==> src/rtl/buddy_page_allocator_defines.svh <==
// assertion macros shared by the buddy page allocator rtl
// no dependencies; users supply clock and reset in scope
`ifndef BUDDY_PAGE_ALLOCATOR_DEFINES_SVH
`define BUDDY_PAGE_ALLOCATOR_DEFINES_SVH
`ifndef ASSERT_OFF
`define BPA_ASSERT(lbl, prop, msg) \
   lbl: assert property (@(posedge clock) disable iff (reset) prop) else $error(msg);
`define BPA_ASSERT_ALWAYS(lbl, prop, msg) \
   lbl: assert property (@(posedge clock) prop) else $error(msg);
`else
`define BPA_ASSERT(lbl, prop, msg)
`define BPA_ASSERT_ALWAYS(lbl, prop, msg)
`endif
`endif

==> src/rtl/bpa_pkg.sv <==
// types, codes and counter helpers of the buddy page allocator
// no dependencies
package bpa_pkg;

   localparam int NUM_PAGES = 1024;
   localparam int MAX_ORDER = 10;
   localparam int PAGE_W    = 10;
   localparam int CNT_W     = 11;
   localparam int LINK_W    = 11;
   localparam int ORD_W     = 4;

   localparam logic [LINK_W-1:0] NIL_LINK   = LINK_W'(NUM_PAGES);
   localparam logic [ORD_W-1:0]  NOT_LISTED = '1;
   localparam logic [ORD_W-1:0]  MAX_ORD_C  = ORD_W'(MAX_ORDER);
   localparam logic [CNT_W-1:0]  PAGES_C    = CNT_W'(NUM_PAGES);

   localparam logic [1:0] ACT_ALLOC = 2'd0;
   localparam logic [1:0] ACT_FREE  = 2'd1;
   localparam logic [1:0] ACT_INIT  = 2'd2;

   localparam logic [1:0] STS_OK     = 2'd0;
   localparam logic [1:0] STS_OOM    = 2'd1;
   localparam logic [1:0] STS_INV    = 2'd2;
   localparam logic [1:0] STS_DFREE  = 2'd3;

   localparam logic REG_TOTAL = 1'b0;

   typedef struct packed {
      logic              en_used;
      logic              en_lord;
      logic              en_next;
      logic              en_prev;
      logic [PAGE_W-1:0] addr;
      logic              used;
      logic [ORD_W-1:0]  lord;
      logic [LINK_W-1:0] next;
      logic [LINK_W-1:0] prev;
   } bpa_wr_type;

   typedef struct packed {
      logic              used;
      logic [ORD_W-1:0]  lord;
      logic [LINK_W-1:0] next;
      logic [LINK_W-1:0] prev;
   } bpa_ent_type;

   typedef struct packed {
      logic [1:0]        status;
      logic [PAGE_W-1:0] block_page;
      logic [CNT_W-1:0]  free_total;
      logic [CNT_W-1:0]  allocated_total;
   } bpa_res_type;

   function automatic logic [CNT_W-1:0] cnt_add(logic [CNT_W-1:0] a, logic [CNT_W-1:0] b);
      logic [CNT_W:0] s;
      s = {1'b0, a} + {1'b0, b};
      return s[CNT_W] ? '1 : s[CNT_W-1:0];
   endfunction

   function automatic logic [CNT_W-1:0] cnt_sub(logic [CNT_W-1:0] a, logic [CNT_W-1:0] b);
      return (a > b) ? a - b : '0;
   endfunction

endpackage

==> src/rtl/bpa_csr.sv <==
// configuration registers of the buddy page allocator, apb style access
// depends on bpa_pkg
module bpa_csr (
   input  logic                     clock,
   input  logic                     reset,
   input  logic                     csr_psel,
   input  logic                     csr_penable,
   input  logic                     csr_pwrite,
   input  logic [2:0]               csr_paddr,
   input  logic [31:0]              csr_pwdata,
   output logic [31:0]              csr_prdata,
   output logic                     csr_pready,
   output logic [bpa_pkg::CNT_W-1:0] total_pages,
   output logic [bpa_pkg::CNT_W-1:0] reserved_pages
);
   import bpa_pkg::*;

   logic [CNT_W-1:0] total_ff, total_in;
   logic [CNT_W-1:0] resv_ff, resv_in;
   logic             wr_en;

   assign wr_en      = csr_psel & csr_penable & csr_pwrite;
   assign csr_pready = 1'b1;

   always_comb begin
      total_in = total_ff;
      resv_in  = resv_ff;
      if (wr_en) begin
         if (csr_paddr[2] == REG_TOTAL) begin
            total_in = csr_pwdata[CNT_W-1:0];
         end else begin
            resv_in = csr_pwdata[CNT_W-1:0];
         end
      end
   end

   always_ff @(posedge clock) begin
      if (reset) begin
         total_ff <= CNT_W'(1024);
         resv_ff  <= CNT_W'(1);
      end else begin
         total_ff <= total_in;
         resv_ff  <= resv_in;
      end
   end

   assign csr_prdata     = (csr_paddr[2] == REG_TOTAL) ? 32'(total_ff) : 32'(resv_ff);
   assign total_pages    = total_ff;
   assign reserved_pages = resv_ff;

endmodule

==> config.mk <==
export PLATFORM = sky130hd
export DESIGN_NAME = bpa_csr
export DESIGN_NICKNAME = d
export VERILOG_FILES = /design/src/rtl/buddy_page_allocator_defines.svh /design/src/rtl/bpa_pkg.sv /design/src/rtl/bpa_csr.sv
export SDC_FILE = /design/constraint.sdc
export NUM_CORES = 1
export LEC_CHECK = 0
export ABC_AREA = 1
export BUFFER_PORTS_ARGS = -buffer_cell sky130_fd_sc_hd__buf_2
export CORE_AREA = 2 2 62 64
export CTS_CLUSTER_DIAMETER = 100
export DETAILED_ROUTE_END_ITERATION = 7
export DIE_AREA = 0 0 64 66
export PLACE_DENSITY = 0.74
export SETUP_SLACK_MARGIN = 0.1
export SLEW_MARGIN = 40
export SYNTH_ARGS = -nofsm -noshare
export SYNTH_HDL_FRONTEND = slang
export SYNTH_SLANG_ARGS = --single-unit
==> constraint.sdc <==
create_clock -name clock -period 0.8 [get_ports clock]
set_clock_uncertainty 0.15 [all_clocks]
set_input_delay 0 -clock clock [delete_from_list [all_inputs] [get_ports clock]]
set_output_delay 0 -clock clock [all_outputs]
set_load 0.05 [all_outputs]
Word level (Yosys, flattened, before mapping)
Cells that the tools add are included.

Bits in writable memories: 0. Memories: 0. Output and inout bits: 55. Register bits after elaboration: 22. ROM bits: 0. Bits in latches: 0.

Mux-type cells: 1. Reduce and logical (&&, ||, !) cells: 2. Bitwise gates (word level): 3. Shifts and indexed selects: 0. $mul: 0. Equal/unequal tests: 0. Div/mod/pow operators: 0. Add/subtract/negate cells: 0. $lt $le $gt $ge: 0.

Operators with widths (count): 2-to-1 mux 11 bit (1); AND reduction 2 bit (2); bitwise AND 1 bit (2); inverter 1 bit (1).

Logic depth before layout (Yosys ltp)
Gate-level depths: netlist of run 1.

Depth after elaboration: 3. Depth in mapped cells: 6.

Worst setup path after synthesis of run 1
No wires, ideal clock.

Path kind: reg-to-output. Start: register resv_ff[10] (netlist: reserved_pages[10]). End: output csr_prdata[10]. Setup slack: -429 ps. Path buffers: 0. Stages on the path, launching flop included: 3. Arrival time: 1079 ps. Path through: dfxtp_1 > nand2_1 > nand2_1.

Cells in the longest elaborated chain, start to end: 1.

Ends and longest elaborated chain: start: declaration (line bpa_csr.sv:19) `logic [CNT_W-1:0] resv_ff, resv_in;`; start signal: assignment (line bpa_csr.sv:43) `resv_ff <= resv_in;`; 2-to-1 mux 11 bit (line bpa_csr.sv:47) `assign csr_prdata = (csr_paddr[2] == REG_TOTAL) ? 32'(total_ff) : 32'(resv_ff);`; end: declaration (line bpa_csr.sv:11) `output logic [31:0] csr_prdata,`.

Every way passes these cells.

Final worst setup path of run 1
Start: register total_ff[8] (netlist: total_pages[8]). End: output csr_prdata[8].

Cells in the longest elaborated chain, start to end: 1.

Ends and longest elaborated chain: start: declaration (line bpa_csr.sv:18) `logic [CNT_W-1:0] total_ff, total_in;`; start signal: assignment (line bpa_csr.sv:42) `total_ff <= total_in;`; 2-to-1 mux 11 bit (line bpa_csr.sv:47).

Every way passes these cells.

==> impl_results.md, run 1 <==
* Status: finished, violations left
* Failing checks: negative hold slack, negative setup slack
* Worst Hold Class: primary input to register
* Crit path launch type: register
* Synthesis-to-layout area growth at 75.4%
* Post-CTS Setup Repair Bufs at 0
* Placed Instances at 290
* Clock-pin slew on the worst setup and hold paths at 0.12 ns
* Core Region at 3550 um2
* DR DRC count at 0
* Min Hold Slack at -0.239 ns
* R2r worst-path depth at 2
* VDD IR max at 0.831 mV
* Initial antenna violation count at 0
* Unrepaired setup endpoints after global routing: true
* Clock Path Buffers at 2
* Hold Crit Endpoint: reserved_pages[0]
* Setup tns final at -7.68 ns
* Boundary Pins at 95
* Number of vias per cell at 4.33
* Cells taking the most area after synthesis: dfxtp_1 (36%), nand2_1 (17%), buf_4 (15%)
* Critical path, cell by cell: nand2_4, nand2_4, buf_8
* Synthesized area at 1210 um2
* Vias in the first global route at 1,089
* Crit path top cell by count: nand2_4
* Reg2reg setup slack at 0.01 ns
* Layout cell share with drive strength beyond 1 at 0.508
* Clock root cell: clkbuf_4
* Netlist cell types at 13
* Crit path arrival time at 0.95 ns
* Share of the synthesized area in the top cell type at 0.363
* Tmin final at 1.10 ns
* R2R Path Start: total_pages[10]
* Fin util at 0.599
* Pin count of the biggest net entering global routing at 24
* Layout fillers at 326
* Leading cell type in the layout, fill and taps excluded: nor2_1
* Maximum fanout along the worst path at 3
* First-pass iteration count of the detailed router at 4
* All-Layer GR Usage at 0.152
* Warnings, synthesis at 0
* R2R Path End: total_pages[10]
* Crit. End Element: primary output
* Remaining antenna violation count after routing at 0
* Final nets at 287
* Final period util at 1.38
* Final Instance Area at 2130 um2
* Global-route wire length before repair at 4.97 mm
* Dpl ws at -0.175 ns
* Area leader, netlist: dfxtp_1
* P_leak at 1.12 nW
* Diode count at 0
* CTS H-tree lvls at 1
* Slowest-stage cell, CP: dfxtp_4
* Final worst slack at -0.301 ns
* Hold-critical path depth at 3
* Grt ovf at 0
* Die X at 64 um
* Max incr delay on CP at 0.40 ns
* Site Rows at 22
* Cell Area, Placed at 1740 um2
* Most frequent cells in the layout: nor2_1 (37), nand2_4 (28), nand3_1 (23), nand2_1 (23)
* Die height at 66 um
* Max_cap viols at 0
* Final setup fails at 33
* Data required, critical path at 0.65 ns
* Sequential fraction of the synthesis area at 0.363
* Crit path kind: register to primary output
* Final HPWL DP at 2.20 mm
* Inserted Clock Buffers at 3
* Pins Over Slew Limit at 0
* CTS tree: built
* Routed WL at 3.16 mm
* HP Start: csr_pwdata[0]
* Cell Pwr Density at 1240 nW/um2
* Via count at 1,273
* Mean area per synthesized cell at 6.25 um2
* Drt wl/cell at 10.8 um
* Max Fclk at 0.908 GHz
* Power Total at 2.65 mW
* Clk_lat worst skew at 0.31 ns
* PortBufs at 49
* Layout Cells excl Fill at 294
* Final Hold Vio Count at 22
* Seq cells post-synth at 22
* Initial Util at 0.341
* Die Footprint at 4220 um2
* Post-Syn Instances at 194
* Clk sinks at 22
* Iter 0 DRT Violations at 29
* GPL Wtd Cong at 0.726
==> how the worst max path moves through the flow <==
| stage | depth (start not counted) | slack (ns) | start | endpoint |
|---|---|---|---|---|
| finish | 3 | -0.30 | total_pages[8] | csr_prdata[8] |
| global route | 3 | -0.36 | reserved_pages[3] | csr_prdata[3] |
| CTS | 3 | -0.31 | total_pages[0] | csr_prdata[0] |
| detailed placement | 6 | -0.18 | csr_paddr[2] | total_pages[4] |
| global placement | 6 | -0.14 | csr_pwrite | reserved_pages[8] |
| floorplan | 2 | -0.02 | total_pages[0] | csr_prdata[0] |
==> cell families after synthesis <==
group           after synthesis  synth area share
other cells                   2           0.00619
simple gates                122             0.401
flops                        22             0.363
compound gates                2           0.00825
buf+inv                      46             0.221
==> per-layer routing <==
layer	global-route usage	up-vias	share of wire
met3	0.0392	4	0.068
met2	0.277	48	0.53
met1	0.174	566	0.39
met5	0	-	0
met4	0.0408	0	0.0073
li1	-	655	-
==> cell type report <==
| cell class | instances | area (um2) | share of cell area |
|---|---|---|---|
| inverters | 14 | 52.6 | 0.0247 |
| repair buffers | 60 | 648 | 0.305 |
| clock buffers | 3 | 22.5 | 0.0106 |
| clock inverters | 1 | 3.75 | 0.00176 |
| multi-input cells | 146 | 817 | 0.384 |
| well taps | 48 | 60.1 | 0.0282 |
| flip-flops and latches | 22 | 523 | 0.246 |
==> report_power, final <==
part           internal, mW  switching, mW  total (mW)
logic                 0.307          0.690       0.998
clock network         0.182          0.322       0.504
registers              1.09         0.0566        1.14
==> Yosys cell counts <==
| cell | instances |
|---|---|
| clkbuf_1 | 3 |
| nor2_1 | 43 |
| buf_2 | 4 |
| nand2_1 | 56 |
| buf_4 | 24 |
| inv_2 | 1 |
| dfxtp_1 | 22 |
| o21ai_1 | 1 |
| buf_1 | 1 |
| inv_1 | 13 |
| conb_1 | 2 |
| o21ai_0 | 1 |
| nand3_1 | 23 |
==> sequential cells by signal, indices dropped and copies added, names as in the netlist <==
name,cells
reserved_pages,11
total_pages,11
==> worst max-delay path, delay by kind of cell (launching register included) <==
kind / cells / cell delay (ns)
buffers and inverters: 1 / 0.14
DFF: 1 / 0.40
and+or+nand+nor: 2 / 0.10
==> timing repair <==
action	4_1_cts	5_1_grt
gates resized for setup	81	25
setup endpoints to repair	55	55
cloned	0	0
hold endpoints to repair	22	22
pin swaps	30	1
Note: power is estimated with default switching activity, not from simulation.
==> run 2, diff against run 1 <==
--- a/config.mk
+++ b/config.mk
@@ -5,13 +5,12 @@
 export SDC_FILE = /design/constraint.sdc
 export NUM_CORES = 1
 export LEC_CHECK = 0
-export ABC_AREA = 1
 export BUFFER_PORTS_ARGS = -buffer_cell sky130_fd_sc_hd__buf_2
 export CORE_AREA = 2 2 62 64
 export CTS_CLUSTER_DIAMETER = 100
 export DETAILED_ROUTE_END_ITERATION = 7
 export DIE_AREA = 0 0 64 66
-export PLACE_DENSITY = 0.74
+export PLACE_DENSITY = 0.75
 export SETUP_SLACK_MARGIN = 0.1
 export SLEW_MARGIN = 40
 export SYNTH_ARGS = -nofsm -noshare
==> impl_results.md, run 2 <==
* Layout fillers at 303
* Global-route wire length before repair at 4.71 mm
* Most numerous cell in the Yosys netlist: nand2b_1
* Worst Hold Class: primary input to register
* Pin count of the biggest net entering global routing at 36
* Sequential fraction of the synthesis area at 0.354
* Max Fclk at 0.805 GHz
* Min Hold Slack at -0.191 ns
* Status: finished, violations left
* Iter 0 DRT Violations at 14
* Die height at 66 um
* Inserted Clock Buffers at 3
* HP Start: csr_pwdata[0]
* Die X at 64 um
* CTS tree: built
* Core Region at 3550 um2
* DR DRC count at 0
* Final worst slack at -0.442 ns
* Top cells by count, synth: nand2b_1 (31), buf_4 (24), dfxtp_1 (22), mux2i_1 (22), mux2_2 (11)
* Synthesis-to-layout area growth at 85.7%
* Clk_lat worst skew at 0.29 ns
* CTS H-tree lvls at 1
* Grt ovf at 0
* Clk sinks at 22
* CP delay by family, top: flip-flops
* Crit. End Element: primary output
* Cell Area, Placed at 1720 um2
* R2r worst-path depth at 4
* Slowest-stage cell, CP: dfxtp_4
* GPL Wtd Cong at 0.759
* Final nets at 247
* Ys async rst share at 0
* Clock root cell: clkbuf_4
* Failing checks: negative hold slack, negative setup slack
* Vias in the first global route at 1,024
* Number of vias per cell at 4.23
* Tmin final at 1.24 ns
* Pin slew with the least headroom to its limit at 0.527 ns
* All-Layer GR Usage at 0.144
* Drt wl/cell at 12.8 um
* R2R Path End: reserved_pages[0]
* Final Instance Area at 2310 um2
* Routed WL at 3.24 mm
* R2R Path Start: reserved_pages[0]
* Via count at 1,070
* Max_cap viols at 0
* Final setup fails at 52
* Remaining antenna violation count after routing at 0
* Max incr delay on CP at 0.37 ns
* Final HPWL DP at 2.07 mm
* Initial Util at 0.350
* Data required, critical path at 0.65 ns
* Cells taking the most area after synthesis: dfxtp_1 (35%), mux2i_1 (18%), nand2b_1 (16%)
* Final Hold Vio Count at 22
* Boundary Pins at 95
* Clock Path Buffers at 2
* Post-synth EDFFs at 0
* Most frequent cells in the layout: buf_6 (37), nand2b_1 (23), buf_8 (23)
* Diode count at 0
* Hold-critical path depth at 3
* Die Footprint at 4220 um2
* Slew headroom at 0.649
* Site Rows at 22
* Post-Syn Instances at 124
* Mean area per synthesized cell at 10.0 um2
* Synthesized area at 1240 um2
* Final period util at 1.55
* PortBufs at 49
* Maximum fanout along the worst path at 2
* P_leak at 1.11 nW
* Crit path launch type: register
* Crit path arrival time at 1.09 ns
* Seq cells post-synth at 22
* Unrepaired setup endpoints after global routing: true
* Hold Crit Endpoint: total_pages[0]
* Reg2reg setup slack at -0.15 ns
* Pins Over Slew Limit at 0
* VDD IR max at 0.561 mV
* Share of the synthesized area in the top cell type at 0.354
* Netlist cell types at 13
* Cell Pwr Density at 1040 nW/um2
* First-pass iteration count of the detailed router at 2
* Leading cell type in the layout, fill and taps excluded: buf_6
* Layout cell share with drive strength beyond 1 at 0.649
* Area leader, netlist: dfxtp_1
* WP buf/inv at 1
* Initial antenna violation count at 0
* Warnings, synthesis at 0
* Critical path, cell by cell: mux2_4, buf_6
* Crit path kind: register to primary output
* Primary FF master, synth: dfxtp_1
* Clock-pin slew on the worst setup and hold paths at 0.12 ns
* Fin util at 0.650
run 2: cell count changes in the layout (fill, tap and decap cells not counted), moves of 5 or more:
cell and delta:
nand2b_1 +23, nand2b_4 +8, nor2_2 -5, inv_1 -13, buf_6 +31, mux2_4 +11
nand2_4 -28, nand2_1 -23, nor2_1 -35, nand2_2 -5, mux2i_1 +22, nand3_1 -23
run 2: stage by stage:
stage               instances  total power, mW  hold WS (ns)  setup slack, ns  TNS (ns)
detailed placement        236             1.78         0.129           -0.174     -4.92
CTS                       243             2.38        -0.203           -0.448    -11.71
global route              253             2.55        -0.186           -0.486    -14.43
finish                    253             2.41        -0.191           -0.442    -12.14
global placement          236             1.78         0.120           -0.148     -4.30
floorplan                 144             1.72      -0.00526          -0.0999     -1.44
run 2: worst max-delay path by stage:
stage | startpoint | endpoint | slack, ns | depth (start not counted)
detailed placement | csr_paddr[2] | total_pages[10] | -0.17 | 4
global route | total_pages[9] | csr_prdata[9] | -0.49 | 2
global placement | csr_paddr[2] | total_pages[1] | -0.15 | 4
floorplan | total_pages[0] | csr_prdata[0] | -0.1 | 1
CTS | total_pages[0] | csr_prdata[0] | -0.45 | 2
finish | total_pages[5] | csr_prdata[5] | -0.44 | 2
run 2: layout make-up:
type / count / area [um2] / share of cell area
clock buffer: 3 / 22.5 / 0.00975
multi-input combinational: 94 / 787 / 0.341
sequential: 22 / 523 / 0.226
tap: 48 / 60.1 / 0.0260
timing repair buffer: 86 / 917 / 0.397
run 2: kinds of logic after synthesis:
| group | Yosys count | share of synthesized area |
|---|---|---|
| other | 2 | 0.00604 |
| flip-flops | 22 | 0.354 |
| AND/OR/NAND/NOR | 39 | 0.200 |
| multiplexers | 33 | 0.277 |
| buffers and inverters | 28 | 0.163 |
run 2: routing by layer:
metal | part of all wire | vias up | track usage
met3 | 0.061 | 2 | 0.0273
met4 | 0.0031 | 0 | 0.0408
met1 | 0.39 | 498 | 0.179
met5 | 0 | - | 0
met2 | 0.54 | 42 | 0.251
li1 | - | 528 | -
run 2: worst register-to-register path, stage by stage (launching register included):
cell and delay (ns):
dfxtp_4 0.36, buf_6 0.11, buf_6 0.11, nor2_4 0.06, mux2i_1 0.06
run 2: power by group:
part           internal (mW)  leakage [nW]  switching, mW
Sequential              1.06         0.194         0.0190
Clock                  0.175        0.0138          0.318
Combinational          0.303         0.900          0.533
run 2: repair_timing:
item                                   CTS  global route
endpoints found under the hold margin   22            22
gates resized for setup                104            32
setup buffers                            4            19
setup endpoints to repair               55            55
gates cloned                             0             0
==> run 3, diff against run 2 <==
--- a/config.mk
+++ b/config.mk
@@ -11,7 +11,6 @@
 export DETAILED_ROUTE_END_ITERATION = 7
 export DIE_AREA = 0 0 64 66
 export PLACE_DENSITY = 0.75
-export SETUP_SLACK_MARGIN = 0.1
 export SLEW_MARGIN = 40
 export SYNTH_ARGS = -nofsm -noshare
 export SYNTH_HDL_FRONTEND = slang
==> impl_results.md, run 3 (synthesis gave the netlist of run 2 again) <==
* Iter 0 DRT Violations at 24
* Max_cap viols at 0
* Hold Crit Endpoint: reserved_pages[1]
* Pin slew with the least headroom to its limit at 0.564 ns
* Placed Instances at 236
* Site Rows at 22
* Min Hold Slack at -0.0118 ns
* Initial Util at 0.350
* PortBufs at 49
* Worst Hold Class: primary input to register
* Initial antenna violation count at 0
* Core Region at 3550 um2
* R2R Path Start: total_pages[10]
* Pins Over Slew Limit at 0
* WP buf/inv at 1
* Die height at 66 um
* Layout cell share with drive strength beyond 1 at 0.622
* Die Footprint at 4220 um2
* Final HPWL DP at 2.07 mm
* Reg2reg setup slack at -0.18 ns
* HP Start: csr_pwrite
* Layout Cells excl Fill at 265
* Remaining antenna violation count after routing at 0
* Fin util at 0.686
* Slew headroom at 0.624
* Final nets at 259
* Cell Pwr Density at 1010 nW/um2
* Drt wl/cell at 13.3 um
* Max Fclk at 0.798 GHz
* Synthesis-to-layout area growth at 95.9%
* Final period util at 1.57
* Via count at 1,132
* Inserted Clock Buffers at 3
* Vias in the first global route at 1,105
* R2R Path End: total_pages[10]
* Clk_lat worst skew at 0.29 ns
* Clock-pin slew on the worst setup and hold paths at 0.12 ns
* Status: finished, violations left
* Slowest-stage cell, CP: dfxtp_4
* Failing checks: negative hold slack, negative setup slack
* Final Hold Vio Count at 2
* First-pass iteration count of the detailed router at 4
* Crit path arrival time at 1.10 ns
* All-Layer GR Usage at 0.155
* Crit. End Element: primary output
* Routed WL at 3.53 mm
* Boundary Pins at 95
* CTS tree: built
* Final worst slack at -0.453 ns
* Diode count at 0
* DR DRC count at 0
* CP delay by family, top: flip-flops
* Number of vias per cell at 4.27
* VDD IR max at 0.633 mV
* Power Total at 2.45 mW
* R2r worst-path depth at 4
* Die X at 64 um
* Maximum fanout along the worst path at 3
* GPL Wtd Cong at 0.759
* Max incr delay on CP at 0.37 ns
* P_leak at 1.17 nW
* Global-route wire length before repair at 5.08 mm
* Unrepaired setup endpoints after global routing: true
* Data required, critical path at 0.65 ns
* Clock root cell: clkbuf_4
* Dpl ws at -0.174 ns
* Critical path, cell by cell: mux2_4, buf_6
* Grt ovf at 0
* CTS H-tree lvls at 1
* Clock Path Buffers at 2
* Clk sinks at 22
* Most frequent cells in the layout: buf_6 (36), buf_8 (23)
* Leading cell type in the layout, fill and taps excluded: buf_6
* Final setup fails at 51
* Crit path launch type: register
* Crit path kind: register to primary output
* Pin count of the biggest net entering global routing at 36
* Hold-critical path depth at 3
* Tmin final at 1.25 ns
## run 3: power breakdown
part	switching [mW]	total (mW)	leakage, nW	internal [mW]
combinational	0.547	0.890	0.958	0.343
sequential	0.0188	1.08	0.194	1.06
clock	0.308	0.483	0.0138	0.175
## run 3: final cells by class
class                      count  area [um2]
fill                         282        1110
sequential                    22         523
timing repair buffer          98        1030
clock buffer                   3        22.5
multi-input combinational     94         800
tap                           48        60.1
## run 3: repair_timing
action                                  in CTS  in global routing
cloned                                       0                  0
hold buffers                                11                  0
gates resized for setup                    100                 34
hold endpoints to repair                    22                  0
setup buffers                                2                 19
endpoints found under the setup margin      48                 54
## run 3: worst max path at each step
stage              startpoint               to  slack, ns  depth (start not counted)
3_5_place_dp     csr_paddr[2]  total_pages[10]      -0.17                          4
3_3_place_gp     csr_paddr[2]   total_pages[1]      -0.15                          4
5_1_grt        total_pages[8]    csr_prdata[8]      -0.49                          2
4_1_cts        total_pages[8]    csr_prdata[8]      -0.45                          2
2_1_floorplan  total_pages[0]    csr_prdata[0]       -0.1                          1
6_report       total_pages[8]    csr_prdata[8]      -0.45                          2
## run 3: worst reg2reg max path, cell delays in order, from the launching register on
cell	delay (ns)
dfxtp_4	0.36
buf_4	0.13
buf_6	0.12
nor2_4	0.06
mux2i_1	0.06
## run 3: metal layers
metal / wire length (um) / global-route usage / up-vias
met3: 208 / 0.0239 / 6
met5: 0 / 0 / -
met1: 1320 / 0.176 / 530
met2: 1960 / 0.299 / 44
met4: 44 / 0.0408 / 0
li1: - / - / 552
## run 3: through the flow
stage          setup TNS (ns)  instance area [um2]
2_1_floorplan           -1.44                 1440
4_1_cts                -11.52                 2200
5_1_grt                -14.39                 2440
6_report               -12.43                 2440
3_3_place_gp            -4.30                 1720
3_5_place_dp            -4.92                 1720
